$ cat config.mk
export PLATFORM = sky130hd
export DESIGN_NAME = alarm_time_queue
export DESIGN_NICKNAME = d
export VERILOG_FILES = /design/src/design/atq_pkg.sv /design/src/design/atq_ctrl.sv /design/src/design/atq_datapath.sv /design/src/design/alarm_time_queue.sv
export SDC_FILE = /design/constraint.sdc
export NUM_CORES = 1
export LEC_CHECK = 0
export ABC_AREA = 1
export BUFFER_PORTS_ARGS = -buffer_cell sky130_fd_sc_hd__clkbuf_2
export CORE_ASPECT_RATIO = 0.6
export CORE_MARGIN = 4
export CORE_UTILIZATION = 40
export CTS_CLUSTER_SIZE = 40
export DETAILED_ROUTE_END_ITERATION = 6
export SYNTH_ARGS = -nofsm -noshare
export SYNTH_HDL_FRONTEND = slang
export SYNTH_SLANG_ARGS = --single-unit
$ cat constraint.sdc
create_clock -name i_clk -period 8.1 [get_ports i_clk]
set_input_delay 0.81 -clock i_clk [delete_from_list [all_inputs] [get_ports i_clk]]
set_output_delay 0.81 -clock i_clk [all_outputs]
set_load 0.02 [all_outputs]
$ cat src/design/atq_pkg.sv
// Shared types and constants for the alarm time queue.
`timescale 1ns / 1ps

package atq_pkg;

    localparam int ATQ_DEPTH = 16;

    localparam logic FUNC_ADD  = 1'b0;
    localparam logic FUNC_TICK = 1'b1;

    typedef struct packed {
        logic        func;
        logic [15:0] alarm_id;
        logic [31:0] time_secs;
    } t_in_item;

    typedef struct packed {
        logic        fired;
        logic [15:0] fired_id;
        logic        dropped_full;
        logic [4:0]  pending_count;
    } t_out_item;

    typedef struct packed {
        logic [15:0] alarm_id;
        logic [31:0] time_secs;
    } t_entry;

    typedef struct packed {
        logic accept;
        logic add;
        logic scan_start;
        logic scan_step;
        logic fire;
        logic shift_step;
        logic shift_end;
        logic load_out;
    } t_cmd;

    typedef struct packed {
        logic is_tick;
        logic empty;
        logic walk_done;
        logic match;
        logic out_free;
    } t_status;

endpackage

$ cat src/design/atq_ctrl.sv
// Controller state machine for the alarm time queue.
`timescale 1ns / 1ps

module atq_ctrl
    import atq_pkg::*;
(
    input  logic    i_clk,
    input  logic    i_rst_n,
    input  logic    i_in_valid,
    input  t_status i_sts,
    output t_cmd    o_cmd,
    output logic    o_in_stall
);

    typedef enum logic [4:0] {
        S_IDLE  = 5'b00001,
        S_DISP  = 5'b00010,
        S_SCAN  = 5'b00100,
        S_SHIFT = 5'b01000,
        S_OUT   = 5'b10000
    } t_state;

    t_state r_state;
    t_state n_state;

    always_ff @(posedge i_clk) begin
        if (!i_rst_n) begin
            r_state <= S_IDLE;
        end else begin
            r_state <= n_state;
        end
    end

    always_comb begin
        n_state = r_state;
        o_cmd   = '0;
        unique case (r_state)
            S_IDLE: begin
                if (i_in_valid) begin
                    o_cmd.accept = 1'b1;
                    n_state      = S_DISP;
                end
            end
            S_DISP: begin
                if (!i_sts.is_tick) begin
                    o_cmd.add = 1'b1;
                    n_state   = S_OUT;
                end else if (i_sts.empty) begin
                    n_state = S_OUT;
                end else begin
                    o_cmd.scan_start = 1'b1;
                    n_state          = S_SCAN;
                end
            end
            S_SCAN: begin
                if (i_sts.walk_done) begin
                    if (i_sts.match) begin
                        o_cmd.fire = 1'b1;
                        n_state    = S_SHIFT;
                    end else begin
                        n_state = S_OUT;
                    end
                end else begin
                    o_cmd.scan_step = 1'b1;
                end
            end
            S_SHIFT: begin
                if (i_sts.walk_done) begin
                    o_cmd.shift_end = 1'b1;
                    n_state         = S_OUT;
                end else begin
                    o_cmd.shift_step = 1'b1;
                end
            end
            S_OUT: begin
                if (i_sts.out_free) begin
                    o_cmd.load_out = 1'b1;
                    n_state        = S_IDLE;
                end
            end
            default: begin
                n_state = S_IDLE;
            end
        endcase
    end

    assign o_in_stall = (r_state != S_IDLE) || !i_rst_n;

endmodule

$ cat src/design/atq_datapath.sv
// Datapath of the alarm time queue: alarm table memory, scan, removal and result register.
`timescale 1ns / 1ps

module atq_datapath
    import atq_pkg::*;
#(
    parameter int DEPTH = ATQ_DEPTH
) (
    input  logic      i_clk,
    input  logic      i_rst_n,
    input  t_cmd      i_cmd,
    output t_status   o_sts,
    input  t_in_item  i_in_item,
    output logic      o_out_valid,
    input  logic      i_out_stall,
    output t_out_item o_out_result
);

    localparam int IW = $clog2(DEPTH);
    localparam int CW = $clog2(DEPTH + 1);

    t_entry          mem [DEPTH];
    t_entry          r_rd;
    t_entry          r_best;
    t_in_item        r_item;
    t_out_item       r_out;
    logic [IW-1:0]   r_best_idx;
    logic [IW-1:0]   r_pidx;
    logic [CW-1:0]   r_count;
    logic [CW-1:0]   r_ptr;
    logic            r_pv;
    logic            r_out_valid;
    logic            r_fired;
    logic [15:0]     r_fired_id;
    logic            r_dropped;
    logic            full;
    logic            ptr_live;
    logic            rd_en;
    logic            wr_add;
    logic            better;
    logic [CW+4:0]   cnt_ext;

    assign full     = (r_count == CW'(DEPTH));
    assign ptr_live = (r_ptr < r_count);
    assign rd_en    = (i_cmd.scan_step || i_cmd.shift_step) && ptr_live;
    assign wr_add   = i_cmd.add && !full;
    assign better   = (r_pidx == '0) || (r_rd.time_secs < r_best.time_secs);
    assign cnt_ext  = (CW + 5)'(r_count);

    always_ff @(posedge i_clk) begin
        if (wr_add) begin
            mem[r_count[IW-1:0]] <= '{alarm_id: r_item.alarm_id, time_secs: r_item.time_secs};
        end else if (i_cmd.shift_step && r_pv) begin
            mem[r_pidx] <= r_rd;
        end
    end

    always_ff @(posedge i_clk) begin
        if (rd_en) begin
            r_rd <= mem[r_ptr[IW-1:0]];
        end
    end

    always_ff @(posedge i_clk) begin
        if (!i_rst_n) begin
            r_count     <= '0;
            r_ptr       <= '0;
            r_pv        <= 1'b0;
            r_pidx      <= '0;
            r_out_valid <= 1'b0;
        end else begin
            if (wr_add) begin
                r_count <= r_count + 1'b1;
            end
            if (i_cmd.shift_end) begin
                r_count <= r_count - 1'b1;
            end
            if (i_cmd.scan_start) begin
                r_ptr <= '0;
                r_pv  <= 1'b0;
            end
            if (i_cmd.fire) begin
                r_ptr <= CW'(r_best_idx) + 1'b1;
                r_pv  <= 1'b0;
            end
            if (i_cmd.scan_step || i_cmd.shift_step) begin
                if (ptr_live) begin
                    r_ptr  <= r_ptr + 1'b1;
                    r_pv   <= 1'b1;
                    r_pidx <= i_cmd.scan_step ? IW'(r_ptr) : IW'(r_ptr - 1'b1);
                end else begin
                    r_pv <= 1'b0;
                end
            end
            if (i_cmd.load_out) begin
                r_out_valid <= 1'b1;
            end else if (!i_out_stall) begin
                r_out_valid <= 1'b0;
            end
        end
    end

    always_ff @(posedge i_clk) begin
        if (i_cmd.accept) begin
            r_item     <= i_in_item;
            r_fired    <= 1'b0;
            r_fired_id <= '0;
            r_dropped  <= 1'b0;
        end
        if (i_cmd.add && full) begin
            r_dropped <= 1'b1;
        end
        if (i_cmd.scan_step && r_pv && better) begin
            r_best     <= r_rd;
            r_best_idx <= r_pidx;
        end
        if (i_cmd.fire) begin
            r_fired    <= 1'b1;
            r_fired_id <= r_best.alarm_id;
        end
        if (i_cmd.load_out) begin
            r_out.fired         <= r_fired;
            r_out.fired_id      <= r_fired_id;
            r_out.dropped_full  <= r_dropped;
            r_out.pending_count <= cnt_ext[4:0];
        end
    end

    assign o_sts.is_tick   = (r_item.func == FUNC_TICK);
    assign o_sts.empty     = (r_count == '0);
    assign o_sts.walk_done = !ptr_live && !r_pv;
    assign o_sts.match     = (r_best.time_secs == r_item.time_secs);
    assign o_sts.out_free  = !r_out_valid || !i_out_stall;

    assign o_out_valid  = r_out_valid;
    assign o_out_result = r_out;

endmodule

$ cat src/design/alarm_time_queue.sv
// Top level of the alarm time queue.
`timescale 1ns / 1ps

// The alarm time queue holds up to DEPTH alarms (identifier and due second) in insertion
// order and returns exactly one result transfer per input transfer. Items are handled one
// at a time, through a table memory with one write port and one registered read port. An
// add, like a tick on an empty table, goes from dispatch straight to the result stage. A
// tick on a held table walks every entry once to find the earliest due time, the oldest on
// ties. When it fires, the younger entries move down one place at one entry a cycle.
// While an item is in work, input is stalled; a finished result may wait in the output
// register while the next item is taken in.
module alarm_time_queue
    import atq_pkg::*;
#(
    parameter int DEPTH = ATQ_DEPTH
) (
    input  logic      i_clk,
    input  logic      i_rst_n,
    input  logic      i_in_valid,
    output logic      o_in_stall,
    input  t_in_item  i_in_item,
    output logic      o_out_valid,
    input  logic      i_out_stall,
    output t_out_item o_out_result
);

    t_cmd    cmd;
    t_status sts;

    atq_ctrl u_ctrl (
        .i_clk      (i_clk),
        .i_rst_n    (i_rst_n),
        .i_in_valid (i_in_valid),
        .i_sts      (sts),
        .o_cmd      (cmd),
        .o_in_stall (o_in_stall)
    );

    atq_datapath #(
        .DEPTH (DEPTH)
    ) u_datapath (
        .i_clk        (i_clk),
        .i_rst_n      (i_rst_n),
        .i_cmd        (cmd),
        .o_sts        (sts),
        .i_in_item    (i_in_item),
        .o_out_valid  (o_out_valid),
        .i_out_stall  (i_out_stall),
        .o_out_result (o_out_result)
    );

endmodule

==> results_dict.tcl, run 1 <==
set metrics [dict create \
    status "complete, no violations" \
    routedWlPerCell_um 22.4 \
    insertion_delay_ns 0.67 \
    fp.dieArea_um2 102000 \
    die_x_um 410 \
    fin_ws_ns 3.85 \
    ant_nets 0 \
    syn_area_um2 38800 \
    drive_gt1_share_pct 11.3 \
    dr.pass1.iters 5 \
    drcViolationCount 0 \
    layout_min_cycle_time_ns 4.25 \
    grt_pass1_wl_mm 143 \
    die-height_um 249 \
    start_kind "register" \
    grt.overflow.total 0 \
    gp_congestion 0.795 \
    required_ns 8.39 \
    cts.sinks 979 \
    root_buffer "clkbuf_16" \
    fin_worst_skew_ns 0.0275 \
    clockBufferDepth 3 \
    p_per_area_nw_per_um2 272 \
    ys_seq_area_share_pct 75.2 \
    worstPathArrival_ns 4.54 \
    totalWireLength_mm 95.6 \
    cp_top_family "simple AND/OR/NAND/NOR gates" \
    numCtsBuffers 86 \
    dp.cells 4110 \
    use_met1_pct 27.7 \
    tns_ns 0 \
    cts_hold_buffers 0 \
    max_freq_ghz 0.235 \
    grt_max_degree 232 \
    synth_cells 2859 \
    worstSetupPathType "register to register" \
    tightest_slew_ns 1.27 \
    place_ws_ns 3.83 \
    yosysWarnings 0 \
    post_cts_buffers 0 \
    drt_iter0_drc 2177 \
    syn_to_final_growth_pct 11.7 \
    setup_viol 0 \
    worstPathCellList "nor2_2 -> nand2_2 -> nor2_8 -> nand2_4 -> buf_4 -> o21ai_1 -> inv_1 -> nand3_1 -> nor2_4 -> buf_4" \
    grtUsageMet3_pct 3.24 \
    critPathMaxFanout 38 \
    layout_commonest_cell "edfxtp_1" \
    cpPeakStageDelay_ns 0.86 \
    initial_core_util_pct 40.4 \
    use_met2_pct 27.5 \
    groute.usage.overall_pct 18.3 \
    final.period_utilization_pct 52.4 \
    clk_pin_slew_ns 0.07 \
    synthDistinctLibCells 43 \
    vias_per_cell 5.53 \
    num_io_pins 78 \
    critPathSlowestCell "nor2_4" \
    layout.nets 2986 \
    cts_resized 0 \
    top_usage_layer "met1" \
    path_buf_inv 3 \
    antenna_found_initial 1 \
    io_buffer_count 77 \
    rows 88 \
    ys_seq_elements 979 \
    avgSynthCellArea_um2 13.6 \
    cap_violations 0 \
    fp.coreArea_um2 96100 \
    max_slew_margin_pct 15.6 \
    grt_pass1_vias 22600 \
    peakVddDrop_mv 0.208 \
    n_antenna_cell 0 \
    hold_viol 0 \
    finalMaxSlewViolations 0 \
    cts_max_level 3 \
    syn-num-nets 2951 \
    leakage_nw 14.5 \
    final_cell_mix "edfxtp_1, nor2_1, o21ai_0, nand2_1, inv_1" \
    rsz0062_at_grt "false" \
    hp-class "input port to register" \
    cp_common_cell "buf_4" \
    vias 23600 \
    dp_hpwl_mm 49.1 \
    cts_tree "yes" \
    instances_no_fill 4268 \
    cp-end-kind "register" \
]
[report_power, final]
| group | switching (W) | internal [W] |
|---|---|---|
| Combinational | 0.000958 | 0.000250 |
| Clock | 0.00184 | 0.00228 |
| Sequential | 0.000119 | 0.00635 |
[cells in the mapped netlist]
master,instances,area (µm²)
mux2_2,35,394
nand3_1,105,526
o211ai_1,21,158
clkbuf_1,105,394
o21ai_0,405,2030
dfxtp_1,23,460
o21a_1,1,7.51
nand3_4,3,52.6
o221ai_1,77,674
inv_2,8,30.0
nand3_2,1,10.0
buf_6,4,45.0
nor2_2,14,87.6
o22ai_1,115,719
nand2_1,197,739
nor4_1,2,12.5
mux2i_1,1,10.0
and2_0,3,18.8
o41ai_1,1,8.76
nor3_1,1,5.00
buf_2,48,240
nand2_4,1,11.3
buf_4,3,22.5
ha_1,39,488
o21ai_2,2,17.5
a31oi_1,2,12.5
xor2_1,20,175
nand2_2,5,31.3
xnor2_1,12,105
nand4_1,12,75.1
buf_1,5,18.8
nor2_4,1,11.3
nand3b_1,3,22.5
edfxtp_1,956,28700
nor2_8,2,40.0
clkinv_1,1,3.75
or2_2,1,6.26
a21oi_1,46,230
and2_1,1,6.26
inv_1,120,450
nand4_2,1,12.5
nor2_1,450,1690
o21ai_1,6,30.0
[layer usage]
layer / vias to the layer above / wire length (µm)
li1: 10600 / -
met5: - / 0
met4: 0 / 1970
met2: 944 / 42200
met1: 11900 / 44400
met3: 141 / 6960
[registers in the layout (all words and copies together), names as in the netlist, 4 cells and up]
signal,cells
u_ctrl.r_state,5
u_datapath.mem,768
u_datapath.o_out_result,23
u_datapath.r_best,48
u_datapath.r_best_idx,4
u_datapath.r_count,5
u_datapath.r_fired_id,16
u_datapath.r_item,48
u_datapath.r_pidx,4
u_datapath.r_ptr,5
u_datapath.r_rd,48
[worst reg2reg max path, cell delays in order, from the launching register on]
cell and delay (ns):
dfxtp_1 0.41, nor2_2 0.08, nand2_2 0.12, nor2_8 0.07, nand2_4 0.42, buf_4 0.68, o21ai_1 0.25, inv_1 0.12
nand3_1 0.31, nor2_4 0.86, buf_4 0.57
[logic make-up (layout without fill, tap and decap cells)]
logic type	after synthesis	after routing	synth area share, %
xor gates and xnor gates	32	32	0.723
DFF	979	979	75.2
adders and majority gates	39	39	1.26
muxes	36	36	1.04
AOI/OAI and AO/OA	676	676	10.0
buffers and inverters	294	398	3.11
and+or+nand+nor	803	803	8.65
[path summary, 6_finish.rpt]
check	start	endpoint	slack, ns	cells past startpoint
setup / recovery	u_ctrl.r_state[1]	u_datapath.mem[10][47]	3.85	10
hold / removal	i_in_item[17]	u_datapath.r_item[17]	0.31	1
setup reg to reg	u_ctrl.r_state[1]	u_datapath.mem[10][47]	3.85	10
hold reg to reg	u_datapath.r_fired_id[1]	u_datapath.o_out_result[7]	0.42	0
[final cells by class]
| cell class | count | area, µm² |
|---|---|---|
| clock inverters | 51 | 479 |
| inverters | 129 | 494 |
| well taps | 1305 | 1630 |
| flip-flops and latches | 979 | 29200 |
| fillers | 8402 | 52800 |
| multi-input cells | 1586 | 8570 |
| clock buffers | 106 | 2300 |
| repair buffers | 112 | 677 |
[through the flow]
stage	power [W]	instance area [µm²]	util [%]	hold WS, ns
global placement	0.00774	40500	42.2	0.406
floorplan	0.00726	38800	-	0.400
detailed placement	0.00781	40500	42.2	0.405
CTS	0.0119	43300	45.1	0.257
global route	0.0123	43300	45.1	0.281
finish	0.0118	43300	45.1	0.314
No activity file was read; power rests on OpenSTA's default activity.
==> inputs of run 2 (changes only) <==
==> constraint.sdc (replaced) <==
create_clock -name i_clk -period 4.42 [get_ports i_clk]
set_input_delay 0.442 -clock i_clk [delete_from_list [all_inputs] [get_ports i_clk]]
set_output_delay 0.442 -clock i_clk [all_outputs]
set_load 0.02 [all_outputs]
==> run 2 against run 1 <==
Compared with the run above:
- setup slack got worse by 2.7 ns
- die area did not move
- sequential power is 82% higher
- non-clock buffer count up 69
- maximum frequency increased by 29%
- sequential share of layout area down 1.0 points
- first-iteration DRC count increased by 25%
==> results_dict.tcl, run 2 (synthesis gave the netlist of run 1 again) <==
set metrics [dict create \
    cts_max_level 3 \
    layout.nets 3055 \
    initial_core_util_pct 40.4 \
    largest_reg_flops 768 \
    grt_pass1_wl_mm 148 \
    rsz0062_at_grt "false" \
    root_buffer "clkbuf_16" \
    worstSetupPathType "register to register" \
    hold_viol 0 \
    dr.pass1.iters 5 \
    cp_top_family "simple AND/OR/NAND/NOR gates" \
    fin_worst_skew_ns 0.0293 \
    cts_tree "yes" \
    tns_ns 0 \
    num_io_pins 78 \
    layout_commonest_cell "edfxtp_1" \
    clockBufferDepth 3 \
    final_cell_mix "edfxtp_1, nor2_1, o21ai_0, nand2_1, inv_1" \
    largest_register "u_datapath.mem" \
    worstPathArrival_ns 3.58 \
    p_per_area_nw_per_um2 488 \
    place_ws_ns 1.18 \
    leakage_nw 14.8 \
    drcViolationCount 0 \
    grt.overflow.total 0 \
    fp.coreArea_um2 96100 \
    vias_per_cell 5.53 \
    setup_viol 0 \
    critPathSlowestCell "nand2_1" \
    cp-end-kind "register" \
    cpPeakStageDelay_ns 0.63 \
    layout_min_cycle_time_ns 3.29 \
    ant_nets 0 \
    critical_path.startpoint "u_datapath.r_item[1]" \
    totalWireLength_mm 98.8 \
    tightest_slew_ns 1.30 \
    syn_to_final_growth_pct 13.4 \
    insertion_delay_ns 0.67 \
    path_buf_inv 0 \
    fp.dieArea_um2 102000 \
    grt_max_degree 224 \
    post_cts_buffers 0 \
    groute.usage.overall_pct 19.0 \
    drt_iter0_drc 2724 \
    finalMaxSlewViolations 0 \
    hold_ws_ns 0.0808 \
    dp.cells 4131 \
    drive_gt1_share_pct 11.3 \
    max_freq_ghz 0.304 \
    hp-class "input port to register" \
    rows 88 \
    peakVddDrop_mv 0.518 \
    worstPathCellList "xor2_1 -> nor2_1 -> nand3_1 -> nor2_1 -> nand2_2 -> nor2_8 -> nand3_4 -> nand2_1" \
    final.period_utilization_pct 74.4 \
    numCtsBuffers 86 \
    cap_violations 0 \
    die_x_um 410 \
    timing.rr.start "u_datapath.r_item[1]" \
    status "complete, no violations" \
    max_slew_margin_pct 12.9 \
    dp_hpwl_mm 53.8 \
    die-height_um 249 \
    vias 24000 \
    clk_pin_slew_ns 0.07 \
    routedWlPerCell_um 22.8 \
    io_buffer_count 77 \
    fin_ws_ns 1.13 \
    critPathMaxFanout 18 \
    cts.sinks 979 \
    cp_common_cell "nor2_1" \
    worstHoldStart "i_out_stall" \
    instances_no_fill 4335 \
    required_ns 4.71 \
    n_antenna_cell 0 \
    grt_pass1_vias 23100 \
    gp_congestion 0.811 \
    start_kind "register" \
    antenna_found_initial 0 \
]
-- run 2: worst paths after layout --
kind | to | slack [ns] | depth (start not counted)
worst max-delay path | u_datapath.r_fired_id[11] | 1.13 | 8
worst max register to register | u_datapath.r_fired_id[11] | 1.13 | 8
worst min register to register | u_datapath.o_out_result[20] | 0.42 | 0
worst min-delay path | u_datapath.o_out_valid | 0.08 | 3
-- run 2: worst register-to-register path: stages, from the launching register on --
cell	delay (ns)
edfxtp_1	0.42
xor2_1	0.16
nor2_1	0.13
nand3_1	0.15
nor2_1	0.62
nand2_2	0.19
nor2_8	0.30
nand3_4	0.31
nand2_1	0.64
-- run 2: where the power goes --
part | switching [W] | internal, W | leakage, nW
clock network | 0.00332 | 0.00396 | 1.30
registers | 0.000186 | 0.0116 | 8.84
logic | 0.00185 | 0.000515 | 4.69
total | 0.00536 | 0.0161 | 14.8
-- run 2: layout make-up --
cell class              instances  area (µm²)
inverters                     129         494
clock inverters                51         373
repair buffers                181        1450
flip-flops and latches        979       29200
fillers                      8430       52100
multi-input cells            1586        8570
clock buffers                 104        2280
well taps                    1305        1630
-- run 2: what timing repair did --
action,CTS,global route
endpoints found under the setup margin,0,0
hold buffers,49,0
resized for setup,0,0
endpoints found under the hold margin,49,0
-- run 2: routing by layer --
layer	part of all wire [%]	GRT usage (%)	vias up	routed length (µm)
li1	-	-	10800	-
met1	47	29.6	12100	46900
met2	43	27.4	901	42900
met3	7.4	3.14	127	7350
met4	1.8	4.85	0	1740
met5	0	0	-	0
-- run 2: stage by stage --
| stage | instance area (µm²) | utilization (%) | power (W) |
|---|---|---|---|
| CTS | 44000 | 45.8 | 0.0217 |
| finish | 44000 | 45.8 | 0.0215 |
| global placement | 40800 | 42.5 | 0.0143 |
| detailed placement | 40800 | 42.5 | 0.0144 |
| floorplan | 38800 | - | 0.0133 |
| global route | 44000 | 45.8 | 0.0223 |
